--- config.mk ---
export PLATFORM = sky130hd
export DESIGN_NAME = pd_sink_voltage_negotiator
export DESIGN_NICKNAME = d
export VERILOG_FILES = /design/src/rtl/pdsvn_pkg.sv /design/src/rtl/pdsvn_debounce.sv /design/src/rtl/pdsvn_ctrl.sv /design/src/rtl/pd_sink_voltage_negotiator.sv
export SDC_FILE = /design/constraint.sdc
export NUM_CORES = 1
export LEC_CHECK = 0
export ABC_AREA = 1
export BUFFER_PORTS_ARGS = -buffer_cell sky130_fd_sc_hd__buf_2
export CAP_MARGIN = 20
export CORE_MARGIN = 5
export CORE_UTILIZATION = 30
export DETAILED_ROUTE_END_ITERATION = 12
export PLACE_DENSITY = 0.53
export SKIP_LAST_GASP = 1
export SYNTH_ARGS = -nofsm -noshare
export SYNTH_HDL_FRONTEND = slang
export SYNTH_SLANG_ARGS = --single-unit
--- constraint.sdc ---
create_clock -name clk_i -period 8.6 [get_ports clk_i]
set_input_delay 1.72 -clock clk_i [delete_from_list [all_inputs] [get_ports clk_i]]
set_output_delay 1.72 -clock clk_i [all_outputs]
set_load 0.02 [all_outputs]
--- src/rtl/pdsvn_pkg.sv ---
// Package for the USB-PD sink voltage negotiator.
// Holds word types, state and opcode codes, register indexes and level helpers.
// No dependencies.
package pdsvn_pkg;

  localparam int VOLT_W      = 5;
  localparam int CFG_W       = 16;
  localparam int CFG_IDX_W   = 2;
  localparam int LEVEL_COUNT = 5;
  localparam int TRY_W       = 3;

  localparam logic [VOLT_W-1:0] DEFAULT_LEVEL   = 5'd12;
  localparam logic [CFG_W-1:0]  TIMEOUT_RESET   = 16'd3000;
  localparam logic [CFG_W-1:0]  DEBOUNCE_RESET  = 16'd100;

  // Configuration register indexes
  localparam logic [CFG_IDX_W-1:0] CFG_TIMEOUT  = 2'd0;
  localparam logic [CFG_IDX_W-1:0] CFG_DEBOUNCE = 2'd1;
  localparam logic [CFG_IDX_W-1:0] CFG_POWER_ON = 2'd2;

  typedef enum logic [2:0] {
    MODE_IDLE = 3'd0,
    MODE_NEG  = 3'd1,
    MODE_AUTO = 3'd2,
    MODE_OK   = 3'd3,
    MODE_FAIL = 3'd4
  } mode_e;

  typedef enum logic [1:0] {
    OP_TICK = 2'd0,
    OP_SET  = 2'd1,
    OP_AUTO = 2'd2
  } opcode_e;

  typedef struct packed {
    logic [1:0]        opcode;
    logic [VOLT_W-1:0] requested_volts;
    logic              pg_pin_low;
  } in_word_t;

  typedef struct packed {
    logic [2:0]        negotiation_state;
    logic [VOLT_W-1:0] target_volts;
    logic [VOLT_W-1:0] negotiated_volts;
    logic              cfg_pin_one;
    logic              cfg_pin_two;
    logic              cfg_pin_three;
    logic              power_good;
    logic              bad_request;
    logic              save_pulse;
  } out_word_t;

  // Control from the negotiation logic to the power-good filter
  typedef struct packed {
    logic start;   // attempt started by a command: clear filter before the tick
    logic retry;   // auto step-down: clear filter after the tick
  } pg_ctl_t;

  // Restart request from a power-on voltage write
  typedef struct packed {
    logic              valid;
    logic [VOLT_W-1:0] level;
  } restart_t;

  function automatic logic level_ok(input logic [VOLT_W-1:0] v);
    return (v == 5'd5) || (v == 5'd9) || (v == 5'd12) || (v == 5'd15) || (v == 5'd20);
  endfunction

  // Auto step-down order: 20, 15, 12, 9, 5 V
  function automatic logic [VOLT_W-1:0] step_level(input logic [TRY_W-1:0] idx);
    logic [VOLT_W-1:0] v;
    v = 5'd5;
    case (idx)
      3'd0:    v = 5'd20;
      3'd1:    v = 5'd15;
      3'd2:    v = 5'd12;
      3'd3:    v = 5'd9;
      default: v = 5'd5;
    endcase
    return v;
  endfunction

endpackage

--- src/rtl/pdsvn_debounce.sv ---
// Power-good filter: remembers the last raw level and counts stable ticks.
// Depends on pdsvn_pkg.
module pdsvn_debounce #(
  parameter int TIMER_BITS = 16
) (
  input  logic                        clk_i,
  input  logic                        rst_ni,
  input  logic                        step_i,
  input  logic                        raw_i,
  input  pdsvn_pkg::pg_ctl_t          ctl_i,
  input  logic                        clear_i,
  input  logic [pdsvn_pkg::CFG_W-1:0] debounce_ticks_i,
  output logic                        pg_o
);

  localparam int CMP_W = (TIMER_BITS > pdsvn_pkg::CFG_W) ? TIMER_BITS : pdsvn_pkg::CFG_W;

  logic [TIMER_BITS-1:0] stable_q, stable_d, stable_n;
  logic                  last_q, last_d, last_n;
  logic                  deb_q, deb_d, deb_n;

  // Tick update: optional clear, saturating count, level change, accept
  always_comb begin
    stable_n = stable_q;
    last_n   = last_q;
    deb_n    = deb_q;
    if (ctl_i.start) begin
      stable_n = '0;
      last_n   = 1'b0;
      deb_n    = 1'b0;
    end else if (stable_q != {TIMER_BITS{1'b1}}) begin
      stable_n = stable_q + 1'b1;
    end
    if (raw_i != last_n) begin
      stable_n = '0;
      last_n   = raw_i;
    end
    if (CMP_W'(stable_n) >= CMP_W'(debounce_ticks_i)) begin
      deb_n = raw_i;
    end
  end

  assign pg_o = deb_n;

  // Next state
  always_comb begin
    stable_d = stable_q;
    last_d   = last_q;
    deb_d    = deb_q;
    if (clear_i) begin
      stable_d = '0;
      last_d   = 1'b0;
      deb_d    = 1'b0;
    end else if (step_i) begin
      if (ctl_i.retry) begin
        stable_d = '0;
        last_d   = 1'b0;
        deb_d    = 1'b0;
      end else begin
        stable_d = stable_n;
        last_d   = last_n;
        deb_d    = deb_n;
      end
    end
  end

  always_ff @(posedge clk_i or negedge rst_ni) begin
    if (!rst_ni) begin
      stable_q <= '0;
      last_q   <= 1'b0;
      deb_q    <= 1'b0;
    end else begin
      stable_q <= stable_d;
      last_q   <= last_d;
      deb_q    <= deb_d;
    end
  end

endmodule

--- src/rtl/pdsvn_ctrl.sv ---
// Negotiation control: mode, target and reached levels, attempt timer, auto step-down.
// Depends on pdsvn_pkg; takes the filtered power-good from pdsvn_debounce.
module pdsvn_ctrl #(
  parameter int TIMER_BITS = 16
) (
  input  logic                        clk_i,
  input  logic                        rst_ni,
  input  logic                        step_i,
  input  pdsvn_pkg::in_word_t         word_i,
  input  logic [pdsvn_pkg::CFG_W-1:0] timeout_i,
  input  logic                        pg_i,
  input  pdsvn_pkg::restart_t         restart_i,
  output pdsvn_pkg::pg_ctl_t          pg_ctl_o,
  output pdsvn_pkg::out_word_t        result_o
);

  localparam int CMP_W = (TIMER_BITS > pdsvn_pkg::CFG_W) ? TIMER_BITS : pdsvn_pkg::CFG_W;

  pdsvn_pkg::mode_e                 mode_q, mode_d, mode_n;
  logic [pdsvn_pkg::VOLT_W-1:0]     target_q, target_d, target_n;
  logic [pdsvn_pkg::VOLT_W-1:0]     reached_q, reached_d, reached_n;
  logic [pdsvn_pkg::TRY_W-1:0]      try_q, try_d, try_n, try_inc;
  logic [TIMER_BITS-1:0]            elapsed_q, elapsed_d, elapsed_n;
  logic                             start, retry, bad, save;

  // Command, timer and state machine for one tick
  always_comb begin
    mode_n    = mode_q;
    target_n  = target_q;
    reached_n = reached_q;
    try_n     = try_q;
    elapsed_n = elapsed_q;
    start     = 1'b0;
    retry     = 1'b0;
    bad       = 1'b0;
    save      = 1'b0;

    case (word_i.opcode)
      pdsvn_pkg::OP_SET: begin
        if (pdsvn_pkg::level_ok(word_i.requested_volts)) begin
          start     = 1'b1;
          mode_n    = pdsvn_pkg::MODE_NEG;
          target_n  = word_i.requested_volts;
          reached_n = '0;
          elapsed_n = '0;
        end else begin
          bad = 1'b1;
        end
      end
      pdsvn_pkg::OP_AUTO: begin
        start     = 1'b1;
        try_n     = '0;
        mode_n    = pdsvn_pkg::MODE_AUTO;
        target_n  = pdsvn_pkg::step_level('0);
        reached_n = '0;
        elapsed_n = '0;
      end
      default: ;
    endcase

    // Attempt timer saturates
    if (!start && (elapsed_q != {TIMER_BITS{1'b1}})) begin
      elapsed_n = elapsed_q + 1'b1;
    end

    try_inc = try_n + 1'b1;
    if ((mode_n == pdsvn_pkg::MODE_NEG) || (mode_n == pdsvn_pkg::MODE_AUTO)) begin
      if (pg_i) begin
        mode_n    = pdsvn_pkg::MODE_OK;
        reached_n = target_n;
        save      = 1'b1;
      end else if (CMP_W'(elapsed_n) >= CMP_W'(timeout_i)) begin
        if (mode_n == pdsvn_pkg::MODE_NEG) begin
          mode_n    = pdsvn_pkg::MODE_FAIL;
          reached_n = '0;
        end else begin
          try_n = try_inc;
          if (try_inc >= pdsvn_pkg::TRY_W'(pdsvn_pkg::LEVEL_COUNT)) begin
            mode_n    = pdsvn_pkg::MODE_FAIL;
            reached_n = '0;
          end else begin
            retry     = 1'b1;
            target_n  = pdsvn_pkg::step_level(try_inc);
            reached_n = '0;
            elapsed_n = '0;
          end
        end
      end
    end
  end

  assign pg_ctl_o.start = start;
  assign pg_ctl_o.retry = retry;

  // Result word; config pins encode the target level
  always_comb begin
    result_o.negotiation_state = mode_n;
    result_o.target_volts      = target_n;
    result_o.negotiated_volts  = reached_n;
    result_o.cfg_pin_one       = (target_n == 5'd5);
    result_o.cfg_pin_two       = (target_n == 5'd15) || (target_n == 5'd20);
    result_o.cfg_pin_three     = (target_n == 5'd12) || (target_n == 5'd15);
    result_o.power_good        = pg_i;
    result_o.bad_request       = bad;
    result_o.save_pulse        = save;
  end

  // Next state: restart from a power-on write, else commit the tick
  always_comb begin
    mode_d    = mode_q;
    target_d  = target_q;
    reached_d = reached_q;
    try_d     = try_q;
    elapsed_d = elapsed_q;
    if (restart_i.valid) begin
      mode_d    = pdsvn_pkg::MODE_NEG;
      target_d  = restart_i.level;
      reached_d = '0;
      try_d     = '0;
      elapsed_d = '0;
    end else if (step_i) begin
      mode_d    = mode_n;
      target_d  = target_n;
      reached_d = reached_n;
      try_d     = try_n;
      elapsed_d = elapsed_n;
    end
  end

  always_ff @(posedge clk_i or negedge rst_ni) begin
    if (!rst_ni) begin
      mode_q    <= pdsvn_pkg::MODE_NEG;
      target_q  <= pdsvn_pkg::DEFAULT_LEVEL;
      reached_q <= '0;
      try_q     <= '0;
      elapsed_q <= '0;
    end else begin
      mode_q    <= mode_d;
      target_q  <= target_d;
      reached_q <= reached_d;
      try_q     <= try_d;
      elapsed_q <= elapsed_d;
    end
  end

`ifndef ASSERT_OFF
  a_ok_reached : assert property (@(posedge clk_i) disable iff (!rst_ni)
    (mode_q == pdsvn_pkg::MODE_OK) |-> (reached_q == target_q))
    else $error("reached level differs from target in success state");

  a_reached_zero : assert property (@(posedge clk_i) disable iff (!rst_ni)
    (mode_q != pdsvn_pkg::MODE_OK) |-> (reached_q == '0))
    else $error("reached level nonzero outside success state");

  a_try_range : assert property (@(posedge clk_i) disable iff (!rst_ni)
    try_q <= pdsvn_pkg::TRY_W'(pdsvn_pkg::LEVEL_COUNT))
    else $error("step-down index past end of level list");

  a_auto_level : assert property (@(posedge clk_i) disable iff (!rst_ni)
    (mode_q == pdsvn_pkg::MODE_AUTO) |->
      ((try_q < pdsvn_pkg::TRY_W'(pdsvn_pkg::LEVEL_COUNT)) &&
       (target_q == pdsvn_pkg::step_level(try_q))))
    else $error("auto target does not match step-down index");

  a_save_ok : assert property (@(posedge clk_i) disable iff (!rst_ni)
    (step_i && save) |=> (mode_q == pdsvn_pkg::MODE_OK))
    else $error("save pulse without entering success state");
`endif

endmodule

--- src/rtl/pd_sink_voltage_negotiator.sv ---
// Throughput: one word per cycle while the result register is free or being read;
// the tick update is a single pass from the input register through the negotiation
// and filter logic to the result register.
// Reset: 12 V single negotiation, timeout 3000, debounce 100, no word held.
// Depends on pdsvn_pkg, pdsvn_debounce and pdsvn_ctrl.
module pd_sink_voltage_negotiator #(
  parameter int TIMER_BITS = 16
) (
  input  logic                            clk_i,
  input  logic                            rst_ni,
  input  logic                            in_valid_i,
  output logic                            in_ready_o,
  input  pdsvn_pkg::in_word_t             in_data_i,
  output logic                            out_valid_o,
  input  logic                            out_ready_i,
  output pdsvn_pkg::out_word_t            out_data_o,
  input  logic                            cfg_we_i,
  input  logic [pdsvn_pkg::CFG_IDX_W-1:0] cfg_index_i,
  input  logic [pdsvn_pkg::CFG_W-1:0]     cfg_wdata_i
);

  logic                            in_valid_q;
  pdsvn_pkg::in_word_t             in_q;
  logic                            out_valid_q;
  pdsvn_pkg::out_word_t            out_q;
  logic                            step;
  logic [pdsvn_pkg::CFG_W-1:0]     timeout_q, timeout_d;
  logic [pdsvn_pkg::CFG_W-1:0]     debounce_q, debounce_d;
  pdsvn_pkg::restart_t             restart;
  pdsvn_pkg::pg_ctl_t              pg_ctl;
  pdsvn_pkg::out_word_t            result;
  logic                            pg_now;
  logic [pdsvn_pkg::VOLT_W-1:0]    pon_level;

  // Handshake: the held word advances when the result register is free or being read
  assign step        = in_valid_q && (!out_valid_q || out_ready_i);
  assign in_ready_o  = !in_valid_q || step;
  assign out_valid_o = out_valid_q;
  assign out_data_o  = out_q;

  // Configuration decode
  assign pon_level = cfg_wdata_i[pdsvn_pkg::VOLT_W-1:0];
  always_comb begin
    timeout_d     = timeout_q;
    debounce_d    = debounce_q;
    restart.valid = 1'b0;
    restart.level = pdsvn_pkg::level_ok(pon_level) ? pon_level : pdsvn_pkg::DEFAULT_LEVEL;
    if (cfg_we_i) begin
      unique case (cfg_index_i)
        pdsvn_pkg::CFG_TIMEOUT:  timeout_d     = cfg_wdata_i;
        pdsvn_pkg::CFG_DEBOUNCE: debounce_d    = cfg_wdata_i;
        pdsvn_pkg::CFG_POWER_ON: restart.valid = 1'b1;
        default: ;
      endcase
    end
  end

  always_ff @(posedge clk_i or negedge rst_ni) begin
    if (!rst_ni) begin
      timeout_q  <= pdsvn_pkg::TIMEOUT_RESET;
      debounce_q <= pdsvn_pkg::DEBOUNCE_RESET;
    end else begin
      timeout_q  <= timeout_d;
      debounce_q <= debounce_d;
    end
  end

  // Input register
  always_ff @(posedge clk_i or negedge rst_ni) begin
    if (!rst_ni) begin
      in_valid_q <= 1'b0;
    end else if (in_ready_o) begin
      in_valid_q <= in_valid_i;
    end
  end

  always_ff @(posedge clk_i) begin
    if (in_valid_i && in_ready_o) begin
      in_q <= in_data_i;
    end
  end

  // Result register
  always_ff @(posedge clk_i or negedge rst_ni) begin
    if (!rst_ni) begin
      out_valid_q <= 1'b0;
    end else if (step) begin
      out_valid_q <= 1'b1;
    end else if (out_ready_i) begin
      out_valid_q <= 1'b0;
    end
  end

  always_ff @(posedge clk_i) begin
    if (step) begin
      out_q <= result;
    end
  end

  pdsvn_debounce #(
    .TIMER_BITS(TIMER_BITS)
  ) u_debounce (
    .clk_i           (clk_i),
    .rst_ni          (rst_ni),
    .step_i          (step),
    .raw_i           (in_q.pg_pin_low),
    .ctl_i           (pg_ctl),
    .clear_i         (restart.valid),
    .debounce_ticks_i(debounce_q),
    .pg_o            (pg_now)
  );

  pdsvn_ctrl #(
    .TIMER_BITS(TIMER_BITS)
  ) u_ctrl (
    .clk_i    (clk_i),
    .rst_ni   (rst_ni),
    .step_i   (step),
    .word_i   (in_q),
    .timeout_i(timeout_q),
    .pg_i     (pg_now),
    .restart_i(restart),
    .pg_ctl_o (pg_ctl),
    .result_o (result)
  );

endmodule

=== After elaboration in Yosys (flattened, before gate mapping) ===
Cells that the tools add are included.
Widths: inputs -> output; s select.

* Register bits after elaboration: 111
* Input bits: 31
* Output and inout port bits: 21

* $add $sub $neg: 3
* Magnitude comparators: 3
* Equal/unequal tests: 26
* Muxes and demuxes: 73
* Reductions and logical operators: 25

{| class="wikitable"
|+ Operators by type and width
! kind !! number
|-
| $mux 16 || 15
|-
| $mux 5 || 15
|-
| $mux 3 || 15
|-
| $eq 5x4->1 const B || 8
|-
| $add 16x1->16 const B || 2
|-
| $ge 16x16->1 || 2
|-
| $ne 16x16->1 const B || 2
|-
| $pmux 16 s2 || 1
|-
| $mux 1 || 22
|-
| $pmux 5 s2 || 2
|-
| $pmux 5 s4 || 1
|-
| $eq 5x3->1 const B || 3
|-
| $eq 5x5->1 const B || 3
|-
| $logic_or 1x1->1 || 13
|-
| $eq 3x2->1 const B || 3
|-
| $eq 3x1->1 const B || 2
|-
| $pmux 3 s2 || 1
|-
| $eq 2x1->1 const B || 2
|-
| $eq 2x2->1 const B || 2
|-
| $reduce_and 2->1 || 2
|-
| $reduce_bool 2->1 || 2
|-
| $add 3x1->3 const B || 1
|-
| $ge 3x3->1 const B || 1
|-
| $logic_and 1x1->1 || 3
|-
| other kinds (5) || 7
|}

=== Logic depth before layout (Yosys ltp) ===
* Depth after elaboration: 17
* Gate-level depth with buffers: 35
* Mapped depth without buffers: 34

=== Hierarchy ===
Synthesis repeated with hierarchy kept, for this count alone.

* Cell total of the unflattened synthesis: 937
* Area, all modules: 7229.4 µm²

{| class="wikitable"
|+ Modules (own cells, without submodules)
! module !! times used !! cells each !! area an instance (µm²)
|-
| pdsvn_ctrl || 1 || 473 || 3103.0
|-
| pd_sink_voltage_negotiator || 1 || 180 || 2301.0
|-
| pdsvn_debounce || 1 || 284 || 1825.5
|}

=== Worst setup path after synthesis ===
Ideal clock, no wire load.

* Path kind: register to register
* Start point: reg in_q[7] in the netlist's numbering
* End point: reg out_q (netlist bit out_data_o[3]), data pin
* Setup time: 0.252 ns
* Arrival time: 3.559 ns
* Required time: 8.348 ns
* Slack: 4.789 ns
* Cell stages (with the launch flop): 28
* Clock period less this slack: 3.811 ns
* Cells stage by stage: edfxtp_1 ha_1 inv_1 a31oi_1 inv_1 nor2_1 inv_1 ha_1 nand2_1 inv_1 buf_2 nand2_1 inv_1 ha_1 nand2_1 nor2_1 nor3b_1 nand3_1 nand3_1 nand2_1 nand2_4 nand3_4 nand2_2 nand2_2 nand2_1 inv_2 nor2_1 nor2_1

{| class="wikitable"
|+ RTL lines
! item !! line !! source
|-
| start, declared || pd_sink_voltage_negotiator.sv:23 || <nowiki>pdsvn_pkg::in_word_t in_q;</nowiki>
|-
| start signal, assigned || pd_sink_voltage_negotiator.sv:79 || <nowiki>in_q <= in_data_i;</nowiki>
|-
| end signal, assigned || pd_sink_voltage_negotiator.sv:96 || <nowiki>out_q <= result;</nowiki>
|-
| end, declared || pd_sink_voltage_negotiator.sv:25 || <nowiki>pdsvn_pkg::out_word_t out_q;</nowiki>
|}

=== Worst setup path after layout ===
* Start point: reg in_q[7] in the netlist's numbering
* End point: reg u_ctrl.elapsed_q[14]

* Longest elaborated chain between the ends: 12
* Elaborated cells between the ends (all ways): 29

{| class="wikitable"
|+ RTL lines
! item !! line !! source
|-
| parallel branches: the longest is 9 deep, another holds $ge 16x16->1 || n/a ||
|-
| $mux 16 * || pdsvn_ctrl.sv:67 || <nowiki>if ((mode_n == pdsvn_pkg::MODE_NEG) || (mode_n == pdsvn_pkg::MODE_AUTO)) begin</nowiki>
|-
| $mux 16 * || pdsvn_ctrl.sv:121 || <nowiki>end else if (step_i) begin</nowiki>
|-
| $mux 16 * || pdsvn_ctrl.sv:115 || <nowiki>if (restart_i.valid) begin</nowiki>
|-
| end signal, assigned || pdsvn_ctrl.sv:142 || <nowiki>elapsed_q <= elapsed_d;</nowiki>
|-
| end, declared || pdsvn_ctrl.sv:23 || <nowiki>logic [TIMER_BITS-1:0] elapsed_q, elapsed_d, elapsed_n;</nowiki>
|}

Every way passes the cells marked *. The select of a mux whose other input is x is not followed.
A chain may end at the register's enable or synchronous reset.

==> run summary <==
Die Span Y: 161 µm
CTS Sinks: 111
Final min period: 5.07 ns
count of final hold-check violations: 0
Slew HR: 39.3%
Synth warnings: 0
DR vias: 5657
RePlAce Congestion: 0.842
M2 GR Usage: 21.4%
setup repair bufs after CTS: 0
die area: 0.0259 mm²
TritonCTS clock tree: yes
setup violators final: 0
synthesized flop and latch total: 111
fin. max-slew vios: 0
CTS max path bufs: 2
compound-gate portion of the synthesized area: 13.9%
first-pass GRT wire length: 28.4 mm
Resize count post-CTS: 0
final setup TNS: 0 ns
Worst setup SP type: flop
Syn Nets: 942
GRT busiest layer: met2
Post-Route WL: 16.9 mm
starting density of the core: 30.4%
synthesized instance count: 868
clk slew on worst S/H paths: 0.08 ns
max frequency: 197 MHz
worst-path maximum fanout: 32
Synth top area share: 26.0%
I/O Buffers: 51
core region area: 0.0225 mm²
VDD IR-drop max: 0.0000953 V
drt wl/cell: 14.0 µm
ant diodes: 0
Post-Synth Adder-Cell Area: 7.88%
Mapped Area: 0.00683 mm²
LEAKAGE: 3.83 nW
GRT Total Usage: 13.3%
asr flop ratio synth: 75.7%
GR Util met3: 2.31%
fin cells: 1205
Min-Delay Path Class: reg2reg
Post-synth EDFFs: 27
dpl cells: 1188
Layout area overhead: 12.6%
CP Capture Type: flop
Simple-Gate Fraction of Synth Area: 22.3%
post-synth top area cell: dfrtp_1
fill count: 2359
Inserted Clock Buffers: 9
top area cells in the synthesized netlist: dfrtp_1 26%, edfxtp_1 12%, nand2_1 10%, inv_1 9.2%, ha_1 7.9%
I/O Pins: 52
htree depth: 3
nets: 989
Worst Clk Skew: 0.00906 ns
vias in the first global route: 5596
dpl hpwl: 12.9 mm
initial antenna violation count: 0
GRT overflow: 0
initial DRC count: 383
row cnt: 55
crit path DAT: 5.26 ns
post-synthesis mux area share: 0%
Crit path required time: 8.79 ns
Root Buffer: clkbuf_16
Clock Latency Late Sink: 0.36 ns
register area share after synthesis: 42.9%
critical path class: reg2reg
max_cap viols: 0
share of post-route cells with drive strength above 1: 13.0%
Avg Vias per Cell: 4.69
multi-input combinational cell area: 0.00317 mm²
Synth Area in XOR/XNOR: 2.18%
RSZ-0062 raised after global routing: false
pin count of the biggest net entering global routing: 48
main flop type after synthesis: dfrtp_1
Global Route met1 Usage: 18.7%
CTS Hold Buffers Added: 0
PD cells: 221 mW/mm²
Yosys cell types: 42
DRC viols: 0
period utilization: 58.9%
Seq. cell area: 0.00293 mm²
syn_area_per_cell: 7.87 µm²
post-layout util: 34.2%
Antenna Nets Post-Route: 0
Worst Tran Pin Value: 0.909 ns
DIE WIDTH: 161 µm
largest family of logic cells by synthesized area: simple AND/OR/NAND/NOR gates
DRT Pass-1 Iters: 5
status: finished, final reports clean
==> worst paths after layout <==
kind | startpoint | endpoint | slack [ns] | cells past startpoint
worst min-delay path | debounce_q[13] | debounce_q[13] | 0.49 | 2
worst max register to register | in_q[7] | u_ctrl.elapsed_q[14] | 3.53 | 22
worst min register to register | debounce_q[13] | debounce_q[13] | 0.49 | 2
worst max-delay path | in_q[7] | u_ctrl.elapsed_q[14] | 3.53 | 22
min in group asynchronous | rst_ni | debounce_q[14] | 1.33 | 1
max in group asynchronous | rst_ni | u_debounce.stable_q[12] | 6.24 | 2
==> area by class of cell <==
type,count,share of cell area (%)
clock buffers,9,2.93
clock inverters,7,0.651
inverters,176,8.59
multi-input cells,563,41.2
flip-flops and latches,111,38.1
well taps,285,4.64
repair buffers,54,3.91
==> synthesized netlist by cell type (2+ instances only) <==
master,count
inv_2,7
o22ai_1,32
a22oi_1,2
a21oi_1,28
dfrtp_1,71
nand3_4,2
nand2_1,182
o21a_1,2
nor4_1,3
o31ai_1,11
inv_1,167
clkinv_1,2
o211ai_1,5
clkbuf_1,13
nand2_4,6
ha_1,43
edfxtp_1,27
o21ai_0,77
nor2_1,55
dfstp_2,13
buf_2,4
o21ai_2,3
nor3_1,18
nand2_2,10
nand3_2,3
o21ai_1,2
nand3_1,36
nor2_2,3
nand4_1,13
xor2_1,16
==> per-layer routing <==
layer	share of wire [%]	wire [µm]
met5	0	0
met4	1.5	257
met3	3.3	551
met2	45	7610
met1	50	8460
==> logic make-up (layout without fill, tap and decap cells) <==
logic type	after synthesis	in the layout
simple gates	336	336
xor+xnor	17	17
buf+inv	194	246
flops	111	111
fa+ha+maj	43	43
compound gates	167	167
==> placed cells by master (no fill, tap or decap), types with 5 or more instances in the layout <==
cell type  Yosys  layout
nand2_2       10      11
buf_2          4      50
edfxtp_1      27      27
nor3_1        18      18
nand2_1      182     181
dfrtp_1       71      71
clkbuf_16      0       9
dfstp_2       13      13
inv_2          7       7
nand2_4        6       6
xor2_1        16      16
a21oi_1       28      28
o31ai_1       11      11
nand3_1       36      36
inv_1        167     167
o22ai_1       32      32
nor2_1        55      55
nand4_1       13      13
o211ai_1       5       5
ha_1          43      43
o21ai_0       77      77
==> sequential cells by signal, indices dropped and copies added, names as in the netlist <==
register / count
out_valid_o: 1
u_ctrl.try_q: 3
u_ctrl.mode_q: 3
in_q: 8
u_ctrl.elapsed_q: 16
u_ctrl.reached_q: 5
u_debounce.deb_q: 1
debounce_q: 16
out_data_o: 19
u_ctrl.target_q: 5
u_debounce.last_q: 1
in_valid_q: 1
timeout_q: 16
u_debounce.stable_q: 16
==> metrics by stage <==
| step | setup slack, ns | hold WS, ns | power [mW] | cell area, µm² |
|---|---|---|---|---|
| final | 3.53 | 0.488 | 1.70 | 7690 |
| after detailed placement | 3.47 | 0.471 | 1.31 | 7390 |
| after global placement | 3.58 | 0.470 | 1.31 | 7390 |
| after CTS | 3.47 | 0.493 | 1.72 | 7660 |
| after global routing | 2.87 | 0.510 | 1.83 | 7690 |
| after floorplan | 4.79 | 0.450 | 1.14 | 6830 |
==> power by group <==
part           internal (mW)  total, mW  switching, mW
Sequential             0.649      0.704         0.0550
Clock                  0.197      0.399          0.202
Combinational          0.189      0.597          0.408
Total                   1.03       1.70          0.665
==> worst max-delay path, stage by stage, from the launching register on <==
cell,delay [ns]
edfxtp_1,0.39
ha_1,0.39
inv_1,0.25
a31oi_1,0.33
inv_1,0.06
nor2_1,0.13
inv_1,0.06
ha_1,0.26
nand2_1,0.07
inv_1,0.40
o21ai_0,0.24
inv_1,0.12
ha_1,0.15
nand2_1,0.07
nor2_1,0.15
nor3b_1,0.32
nand3_1,0.11
nand3_1,0.13
nand2_1,0.10
nand2_4,0.17
nand3_4,0.17
nand2_2,0.61
o22ai_1,0.19
Note: power is estimated with default switching activity, not from simulation.
